[src/rtl/mexp_pkg.sv]
// Shared constants and types of the modular exponentiation block.
package mexp_pkg;

    localparam int OPERAND_WIDTH = 32;
    localparam int FIELD_W       = 32;
    localparam int CFG_DATA_W    = 32;
    localparam int CFG_IDX_W     = 1;
    localparam int CNT_W         = $clog2(OPERAND_WIDTH);

    typedef enum logic [CFG_IDX_W-1:0] {
        REG_EXPONENT = 1'd0,
        REG_MODULUS  = 1'd1
    } t_reg_idx;

    typedef enum logic [5:0] {
        ST_IDLE = 6'b000001,
        ST_RED  = 6'b000010,
        ST_BIT  = 6'b000100,
        ST_MUL  = 6'b001000,
        ST_SQR  = 6'b010000,
        ST_DONE = 6'b100000
    } t_state;

    typedef struct packed {
        logic                     start;
        logic [OPERAND_WIDTH-1:0] a;
        logic [OPERAND_WIDTH-1:0] b;
    } t_mul_req;

    typedef struct packed {
        logic                     busy;
        logic                     done;
        logic [OPERAND_WIDTH-1:0] result;
    } t_mul_sts;

endpackage

[src/rtl/mexp_in_if.sv]
// Input channel carrying one base value per transfer.
interface mexp_in_if;
    logic                         valid;
    logic                         ready;
    logic [mexp_pkg::FIELD_W-1:0] base_value;

    modport source (output valid, output base_value, input ready);
    modport sink (input valid, input base_value, output ready);
endinterface

[src/rtl/mexp_out_if.sv]
// Output channel carrying one power result per transfer.
interface mexp_out_if;
    logic                         valid;
    logic                         ready;
    logic [mexp_pkg::FIELD_W-1:0] power_result;

    modport source (output valid, output power_result, input ready);
    modport sink (input valid, input power_result, output ready);
endinterface

[src/rtl/mexp_mulmod.sv]
// Bit-serial interleaved modular multiplier, one multiplier bit per cycle.
module mexp_mulmod (
    input  logic                                 i_clk,
    input  logic                                 i_rst_n,
    input  mexp_pkg::t_mul_req                   i_req,
    input  logic [mexp_pkg::OPERAND_WIDTH:0]     i_mod,
    output mexp_pkg::t_mul_sts                   o_sts
);

    localparam int W = mexp_pkg::OPERAND_WIDTH;

    logic [W-1:0]               r_a;
    logic [W-1:0]               r_b;
    logic [W:0]                 r_m;
    logic [W-1:0]               r_acc;
    logic [mexp_pkg::CNT_W-1:0] r_cnt;
    logic                       r_busy;
    logic                       r_done;

    logic [W:0] dbl;
    logic [W:0] dbl_red;
    logic [W:0] sum;
    logic [W:0] sum_red;

    always_comb begin
        dbl     = {r_acc, 1'b0};
        dbl_red = (dbl >= r_m) ? dbl - r_m : dbl;
        sum     = dbl_red + (r_b[W-1] ? {1'b0, r_a} : '0);
        sum_red = (sum >= r_m) ? sum - r_m : sum;
    end

    always_ff @(posedge i_clk) begin
        if (!i_rst_n) begin
            r_busy <= 1'b0;
            r_done <= 1'b0;
        end else begin
            r_done <= 1'b0;
            if (i_req.start) begin
                r_busy <= 1'b1;
            end else if (r_busy && r_cnt == '0) begin
                r_busy <= 1'b0;
                r_done <= 1'b1;
            end
        end
    end

    always_ff @(posedge i_clk) begin
        if (i_req.start) begin
            r_a   <= i_req.a;
            r_b   <= i_req.b;
            r_m   <= i_mod;
            r_acc <= '0;
            r_cnt <= mexp_pkg::CNT_W'(W - 1);
        end else if (r_busy) begin
            r_acc <= sum_red[W-1:0];
            r_b   <= {r_b[W-2:0], 1'b0};
            r_cnt <= r_cnt - 1'b1;
        end
    end

    assign o_sts.busy   = r_busy;
    assign o_sts.done   = r_done;
    assign o_sts.result = r_acc;

    a_acc_reduced: assert property (@(posedge i_clk) disable iff (!i_rst_n)
        r_busy |-> ({1'b0, r_acc} < r_m))
        else $error("partial product not reduced");

endmodule

[src/rtl/modular_exponentiation.sv]
// Top level of the modular exponentiation block.
// Each base is raised to the configured exponent modulo the configured modulus by
// right-to-left square and multiply, all through one bit-serial modular multiplier.
// An item needs one modular multiplication to reduce the base, one squaring per exponent
// bit and one more multiplication per set exponent bit. Each bit passes a decision state
// (ST_BIT) before its multiplications, and the result is loaded into the output register
// from ST_DONE once that register is free.
// A new base is taken only while the block is idle; a finished result waits in
// the output register and the next base may already be accepted. A zero modulus
// acts as 2 to the operand width, and a zero exponent yields 1.
module modular_exponentiation (
    input  logic                              i_clk,
    input  logic                              i_rst_n,
    input  logic                              i_cfg_we,
    input  logic [mexp_pkg::CFG_IDX_W-1:0]    i_cfg_idx,
    input  logic [mexp_pkg::CFG_DATA_W-1:0]   i_cfg_data,
    mexp_in_if.sink                           i_base,
    mexp_out_if.source                        o_result
);

    localparam int W = mexp_pkg::OPERAND_WIDTH;

    logic [W-1:0]               r_exponent;
    logic [W-1:0]               r_modulus;
    mexp_pkg::t_state           r_state;
    mexp_pkg::t_state           n_state;
    logic [mexp_pkg::CNT_W-1:0] r_bit;
    logic [mexp_pkg::CNT_W-1:0] n_bit;
    logic [W-1:0]               r_base;
    logic [W-1:0]               n_base;
    logic [W-1:0]               r_acc;
    logic [W-1:0]               n_acc;
    logic [W-1:0]               r_out;
    logic [W-1:0]               n_out;
    logic                       r_out_valid;
    logic                       n_out_valid;

    mexp_pkg::t_mul_req mul_req;
    mexp_pkg::t_mul_sts mul_sts;
    logic [W:0]         mod_ext;
    logic               in_xfer;
    logic               out_free;
    logic               last_bit;

    assign mod_ext  = {r_modulus == '0, r_modulus};
    assign in_xfer  = i_base.valid && i_base.ready;
    assign out_free = !r_out_valid || o_result.ready;
    assign last_bit = (r_bit == mexp_pkg::CNT_W'(W - 1));

    always_ff @(posedge i_clk) begin
        if (!i_rst_n) begin
            r_exponent <= W'(1);
            r_modulus  <= '1;
        end else if (i_cfg_we) begin
            case (i_cfg_idx)
                mexp_pkg::REG_EXPONENT: r_exponent <= i_cfg_data[W-1:0];
                mexp_pkg::REG_MODULUS:  r_modulus  <= i_cfg_data[W-1:0];
                default: ;
            endcase
        end
    end

    always_comb begin
        n_state     = r_state;
        n_bit       = r_bit;
        n_base      = r_base;
        n_acc       = r_acc;
        n_out       = r_out;
        n_out_valid = r_out_valid;
        mul_req     = '0;

        if (r_out_valid && o_result.ready) begin
            n_out_valid = 1'b0;
        end

        case (r_state)
            mexp_pkg::ST_IDLE: begin
                if (in_xfer) begin
                    mul_req.start = 1'b1;
                    mul_req.a     = W'(1);
                    mul_req.b     = i_base.base_value[W-1:0];
                    n_acc         = W'(1);
                    n_state       = mexp_pkg::ST_RED;
                end
            end
            mexp_pkg::ST_RED: begin
                if (mul_sts.done) begin
                    n_base  = mul_sts.result;
                    n_bit   = '0;
                    n_state = mexp_pkg::ST_BIT;
                end
            end
            mexp_pkg::ST_BIT: begin
                mul_req.start = 1'b1;
                if (r_exponent[r_bit]) begin
                    mul_req.a = r_acc;
                    mul_req.b = r_base;
                    n_state   = mexp_pkg::ST_MUL;
                end else begin
                    mul_req.a = r_base;
                    mul_req.b = r_base;
                    n_state   = mexp_pkg::ST_SQR;
                end
            end
            mexp_pkg::ST_MUL: begin
                if (mul_sts.done) begin
                    n_acc         = mul_sts.result;
                    mul_req.start = 1'b1;
                    mul_req.a     = r_base;
                    mul_req.b     = r_base;
                    n_state       = mexp_pkg::ST_SQR;
                end
            end
            mexp_pkg::ST_SQR: begin
                if (mul_sts.done) begin
                    n_base = mul_sts.result;
                    if (last_bit) begin
                        n_state = mexp_pkg::ST_DONE;
                    end else begin
                        n_bit   = r_bit + 1'b1;
                        n_state = mexp_pkg::ST_BIT;
                    end
                end
            end
            mexp_pkg::ST_DONE: begin
                if (out_free) begin
                    n_out       = r_acc;
                    n_out_valid = 1'b1;
                    n_state     = mexp_pkg::ST_IDLE;
                end
            end
            default: begin
                n_state = mexp_pkg::ST_IDLE;
            end
        endcase
    end

    always_ff @(posedge i_clk) begin
        if (!i_rst_n) begin
            r_state     <= mexp_pkg::ST_IDLE;
            r_out_valid <= 1'b0;
        end else begin
            r_state     <= n_state;
            r_out_valid <= n_out_valid;
        end
    end

    always_ff @(posedge i_clk) begin
        r_bit  <= n_bit;
        r_base <= n_base;
        r_acc  <= n_acc;
        r_out  <= n_out;
    end

    mexp_mulmod u_mulmod (
        .i_clk   (i_clk),
        .i_rst_n (i_rst_n),
        .i_req   (mul_req),
        .i_mod   (mod_ext),
        .o_sts   (mul_sts)
    );

    assign i_base.ready          = (r_state == mexp_pkg::ST_IDLE);
    assign o_result.valid        = r_out_valid;
    assign o_result.power_result = mexp_pkg::FIELD_W'(r_out);

    a_start_idle_unit: assert property (@(posedge i_clk) disable iff (!i_rst_n)
        mul_req.start |-> !mul_sts.busy)
        else $error("multiplier restarted while busy");

    a_done_expected: assert property (@(posedge i_clk) disable iff (!i_rst_n)
        mul_sts.done |-> (r_state == mexp_pkg::ST_RED || r_state == mexp_pkg::ST_MUL
                          || r_state == mexp_pkg::ST_SQR))
        else $error("multiplier result arrived in wrong state");

    a_result_from_done: assert property (@(posedge i_clk) disable iff (!i_rst_n)
        $rose(r_out_valid) |-> $past(r_state == mexp_pkg::ST_DONE))
        else $error("result raised outside completion");

    a_wait_in_unit: assert property (@(posedge i_clk) disable iff (!i_rst_n)
        (r_state == mexp_pkg::ST_MUL && !mul_sts.done) |-> mul_sts.busy)
        else $error("multiply state without active unit");

endmodule

[src/flat_wrapper.sv]
// flat-port wrapper written by rule: the top's interface ports become plain ports
module modular_exponentiation_flat 
  (i_clk, i_rst_n, i_cfg_we, i_cfg_idx, i_cfg_data, i_base_valid, i_base_base_value, i_base_ready, o_result_valid, o_result_power_result, o_result_ready);
  mexp_in_if i_base_i ();
  mexp_out_if o_result_i ();
  input  logic i_clk;
  input  logic i_rst_n;
  input  logic i_cfg_we;
  input  logic [mexp_pkg::CFG_IDX_W-1:0] i_cfg_idx;
  input  logic [mexp_pkg::CFG_DATA_W-1:0] i_cfg_data;
  input wire logic [$bits(i_base_i.valid)-1:0] i_base_valid;
  input wire logic [$bits(i_base_i.base_value)-1:0] i_base_base_value;
  output wire logic [$bits(i_base_i.ready)-1:0] i_base_ready;
  output wire logic [$bits(o_result_i.valid)-1:0] o_result_valid;
  output wire logic [$bits(o_result_i.power_result)-1:0] o_result_power_result;
  input wire logic [$bits(o_result_i.ready)-1:0] o_result_ready;
  assign i_base_i.valid = i_base_valid;
  assign i_base_i.base_value = i_base_base_value;
  assign i_base_ready = i_base_i.ready;
  assign o_result_valid = o_result_i.valid;
  assign o_result_power_result = o_result_i.power_result;
  assign o_result_i.ready = o_result_ready;
  modular_exponentiation u_core (.i_clk(i_clk), .i_rst_n(i_rst_n), .i_cfg_we(i_cfg_we), .i_cfg_idx(i_cfg_idx), .i_cfg_data(i_cfg_data), .i_base(i_base_i), .o_result(o_result_i));
endmodule
[config.mk]
export PLATFORM = sky130hd
export DESIGN_NAME = modular_exponentiation_flat
export DESIGN_NICKNAME = d
export VERILOG_FILES = /design/src/rtl/mexp_pkg.sv /design/src/rtl/mexp_in_if.sv /design/src/rtl/mexp_out_if.sv /design/src/rtl/mexp_mulmod.sv /design/src/rtl/modular_exponentiation.sv /design/src/flat_wrapper.sv
export SDC_FILE = /design/constraint.sdc
export NUM_CORES = 1
export LEC_CHECK = 0
export ABC_AREA = 1
export BUFFER_PORTS_ARGS = -buffer_cell sky130_fd_sc_hd__buf_2
export CAP_MARGIN = 20
export CORE_UTILIZATION = 55
export DETAILED_ROUTE_END_ITERATION = 7
export MAX_ROUTING_LAYER = met4
export PLACE_DENSITY_LB_ADDON = 0.25
export SLEW_MARGIN = 10
export SYNTH_ARGS = -nofsm -noshare
export SYNTH_HDL_FRONTEND = slang
export SYNTH_SLANG_ARGS = --single-unit
[constraint.sdc]
create_clock -name i_clk -period 7 [get_ports i_clk]
set_clock_uncertainty 0.05 [all_clocks]
set_input_delay 1.4 -clock i_clk [delete_from_list [all_inputs] [get_ports i_clk]]
set_output_delay 1.4 -clock i_clk [all_outputs]
set_load 0.01 [all_outputs]
==> results list <==
- Total wirelength of the detailed-routed design: 64430 um
- Vias per cell: 5.522
- The repair_antennas step left the layout with diodes totalling 0.
- Global routing used 36.88% of the available tracks.
- CP most frequent cell: nand2_1
* Sw frac: 49.35%
- In this run, synthesis produced a sequential element count of 308.
- The initial utilization of the core area, before any placement, comes to 56.28%.
- After layout, the worst path uses 95.35% of the clock period.
- Depth of the CTS H-tree: 2
- The analysis attributes to cell leakage a power of 10.98 nW.
* Detailed router's first-iteration violation count: 1823
- Counting I/O delays and the setup requirement, the final critical path takes 6.674 ns.
- Max-cap violations in this run came to 0.
- Setup TNS: 0 ns
* Count of unique library cells instantiated by Yosys: 47
- Run status: finished, final reports clean
- Summed over all nets, the half-perimeter wirelength after detailed placement is 50580 um.
- In this run the deepest clock path goes through 3 buffers.
* Placer congestion estimate: 1.082
- The first detailed-routing pass took 5 iterations.
* Count of final hold-check violations: 0
- Detailed routing inserted a total of 18250 vias.
* Worst endpoint required time: 7.38 ns
- Root Buffer: clkbuf_16
- Remaining antenna violation count after routing: 0
- The via count of the first global-routing pass was 17160.
* Boundary Pins: 104
- By area the synthesized netlist is led by edfxtp_1 30%, nand2_1 19%, dfxtp_1 11%.
* Crit path largest cell delay: 0.51 ns
* Fin Hold WS: 0.3943 ns
* Post-Syn Area: 19540 um^2
* Post-placement setup slack: 0.2635 ns
* Largest area contributor in the synthesized netlist: edfxtp_1
* Number of remaining DRC errors: 0
- Counting instances, the worst hold path has a depth of 0.
- Endpoint kind of the worst setup timing path: flip-flop
- Counting the buffers created by CTS gives 34.
* Fmax: 149.8 MHz
* Async S/R FF share, synth: 0%
* Hold Path End: u_core.o_result.power_result[14]$_DFFE_PP_
- Share of the synthesized area in the top cell type: 30.43%
* Hold Crit Class: flip-flop to flip-flop
- Count of standard-cell rows: 68
* Wirelength per Cell: 19.50 um
- Worst Path Max Fanout: 22
* Buffers added on ports: 103
* Clock latency on the worst-skew pair: 0.57 ns
* Number of cell instances on the worst register-to-register path: 35
* Mapped Avg Cell Area: 7.196 um^2
- For this run the aggregate overflow at the end of global routing stands at 0.
* Total internal power: 5.329 mW
* Final total power: 10.52 mW
- Summed over all nets, the switching power comes to 5.192 mW.
* Startpoint of the most critical setup path: u_core.u_mulmod.r_acc[24]$_SDFFE_PP0P_
- For the pin with the worst max-slew slack, the measured transition is 1.079 ns.
- Proportion of power drawn by the clock network: 17.1%
- Kind of launch point of the worst setup path: flip-flop
- In this run the most critical hold path is launched from u_core.r_acc[14]$_SDFFCE_PN0P_.
- Cells with a size suffix above 1 make up 7.933% of the layout.
- Nets: 2998
- RSZ-0062 raised after global routing: no
* Largest net degree at the start of global routing: 69
- The synthesized design contains 198 enable-type register cells.
- Capturing point of the worst reg2reg path: u_core.u_mulmod.r_acc[24]$_SDFFE_PP0P_
* First-pass GRT wire length: 97320 um
- Measured along the y axis, the die boundary spans 190.5 um.
* Worst-path clk slew: 0.06 ns
- The floorplan step set the die width to 190.5 um.
- In this run the register-to-register setup slack is 0.33 ns.
- For this run, the number of Yosys warnings is 0.
* Synthesis-to-finish area growth: 11.09%
* Final WS setup: 0.3257 ns
- VDD sags by at most 0.0003010 V.
- Flip-flop count of the largest register after layout: 33
* Die Outline Area: 36280 um^2
- TritonCTS built the clock tree.
- Floorplan core area: 34710 um^2
* Largest register by flop count: u_core.u_mulmod.r_m
- Sink Count: 308
- When the netlist entered floorplanning its net count stood at 2889.
- Synthesis produced a netlist whose cell count is 2715.
* Comb pwr share: 56.9%
- The critical path is of the flip-flop to flip-flop type.
- Power spread over the standard cell area amounts to 484.7 nW/um^2.
* Max-slew violation total from the final report: 0
- CP max stage cell: ha_1
- Placed Instances: 3236
- Antenna violations before repair: 0
* Most instantiated flip-flop cell in the synthesis netlist: edfxtp_1
- Of the synthesized area, sequential elements account for 41.70%.
- Startpoint of the lowest-slack register-to-register path: u_core.u_mulmod.r_acc[24]$_SDFFE_PP0P_
- Reg power frac: 26.0%
* Post-route non-filler standard cell count: 3304
* Remaining max-slew budget at the tightest pin: 28.08%
- Setup violations remaining at the end of the flow were counted as 0.
* Arr. time, crit path: 7.06 ns
## power by group through the flow
| stage | Sequential, mW | Clock, mW | Combinational (mW) |
|---|---|---|---|
| 3_5_place_dp | 2.76 | 0 | 5.72 |
| 5_1_grt | 2.77 | 1.87 | 6.51 |
| 2_1_floorplan | 2.68 | 0 | 3.93 |
| 3_3_place_gp | 2.74 | 0 | 5.71 |
| 6_report | 2.73 | 1.80 | 5.99 |
| 4_1_cts | 2.73 | 1.81 | 5.76 |
## per-layer routing
layer | part of all wire (%) | up-vias | GRT usage [%]
met5 | 0 | - | -
met4 | 4.4 | 0 | 15.97
met3 | 8.1 | 133 | 4.637
met2 | 45 | 843 | 57.15
met1 | 43 | 8414 | 48.54
li1 | - | 8856 | -
## cells in the final DEF (no fill, tap or decap), types with 80 or more instances in the layout
cell type,count
nand2_1,973
inv_1,424
nor2_1,240
edfxtp_1,198
nand3_1,186
dfxtp_1,110
buf_2,103
ha_1,101
a21oi_1,96
o21ai_0,80
## kinds of logic after synthesis
group                      count (synthesis)  share of synthesized area (%)
and+or+nand+nor                         1494                          31.50
xor gates and xnor gates                  49                          2.197
DFF                                      308                          41.70
adders and majority gates                104                          6.776
AOI/OAI and AO/OA                        262                          7.653
buffers and inverters                    498                          10.18
## per-stage QoR
stage	utilization, %	area, um^2
after floorplan	-	19540
after global placement	59.12	20520
after detailed placement	59.12	20520
after CTS	62.25	21610
after global routing	62.53	21700
final	62.53	21700
## Yosys cell counts (5+ instances only)
cell type,count
xnor2_1,24
nor2_1,241
nor2_2,5
buf_2,16
dfxtp_1,110
inv_1,425
inv_2,7
nand3b_1,18
clkbuf_1,30
xor2_1,25
o21ai_1,15
nand2_1,973
a21oi_1,97
nand4_1,11
nand2_2,6
o21ai_0,80
and2_1,5
nor3_1,21
a22oi_1,32
buf_6,9
ha_1,101
nor4_1,10
buf_4,7
edfxtp_1,198
o21bai_1,18
nand3_1,186
## worst max-delay path, delay by kind of cell (launching register included)
kind	cells	cell delay [ns]
compound gates	3	0.47
fa+ha+maj	3	1.30
buf+inv	6	0.73
flops	1	0.40
simple gates	23	3.58
## worst max-delay path by stage
stage | to | slack (ns)
after floorplan | u_core.o_result.power_result[0]$_DFFE_PP_ | 1.90
after global placement | u_core.u_mulmod.r_acc[24]$_SDFFE_PP0P_ | 0.35
after detailed placement | u_core.u_mulmod.r_acc[24]$_SDFFE_PP0P_ | 0.26
after CTS | u_core.u_mulmod.r_acc[24]$_SDFFE_PP0P_ | 0.24
after global routing | u_core.u_mulmod.r_acc[24]$_SDFFE_PP0P_ | 0.02
final | u_core.u_mulmod.r_acc[24]$_SDFFE_PP0P_ | 0.33
## what timing repair did
| action | CTS | global route |
|---|---|---|
| gates resized for setup | 0 | 3 |
| endpoints found under the setup margin | 0 | 16 |
| setup buffers | 0 | 4 |
| hold buffers | 0 | 0 |
## area by class of cell
| class | instances | area [um^2] |
|---|---|---|
| Inverter | 436 | 1645 |
| Fill cell | 3130 | 13010 |
| Timing Repair Buffer | 134 | 818.3 |
| Sequential cell | 308 | 8148 |
| Clock buffer | 42 | 890.9 |
| Multi-Input combinational cell | 1909 | 9430 |
| Timing Repair inverter | 1 | 5.005 |
| Clock inverter | 19 | 197.7 |
| Tap cell | 455 | 569.3 |
(Power assumes the default switching activity.)
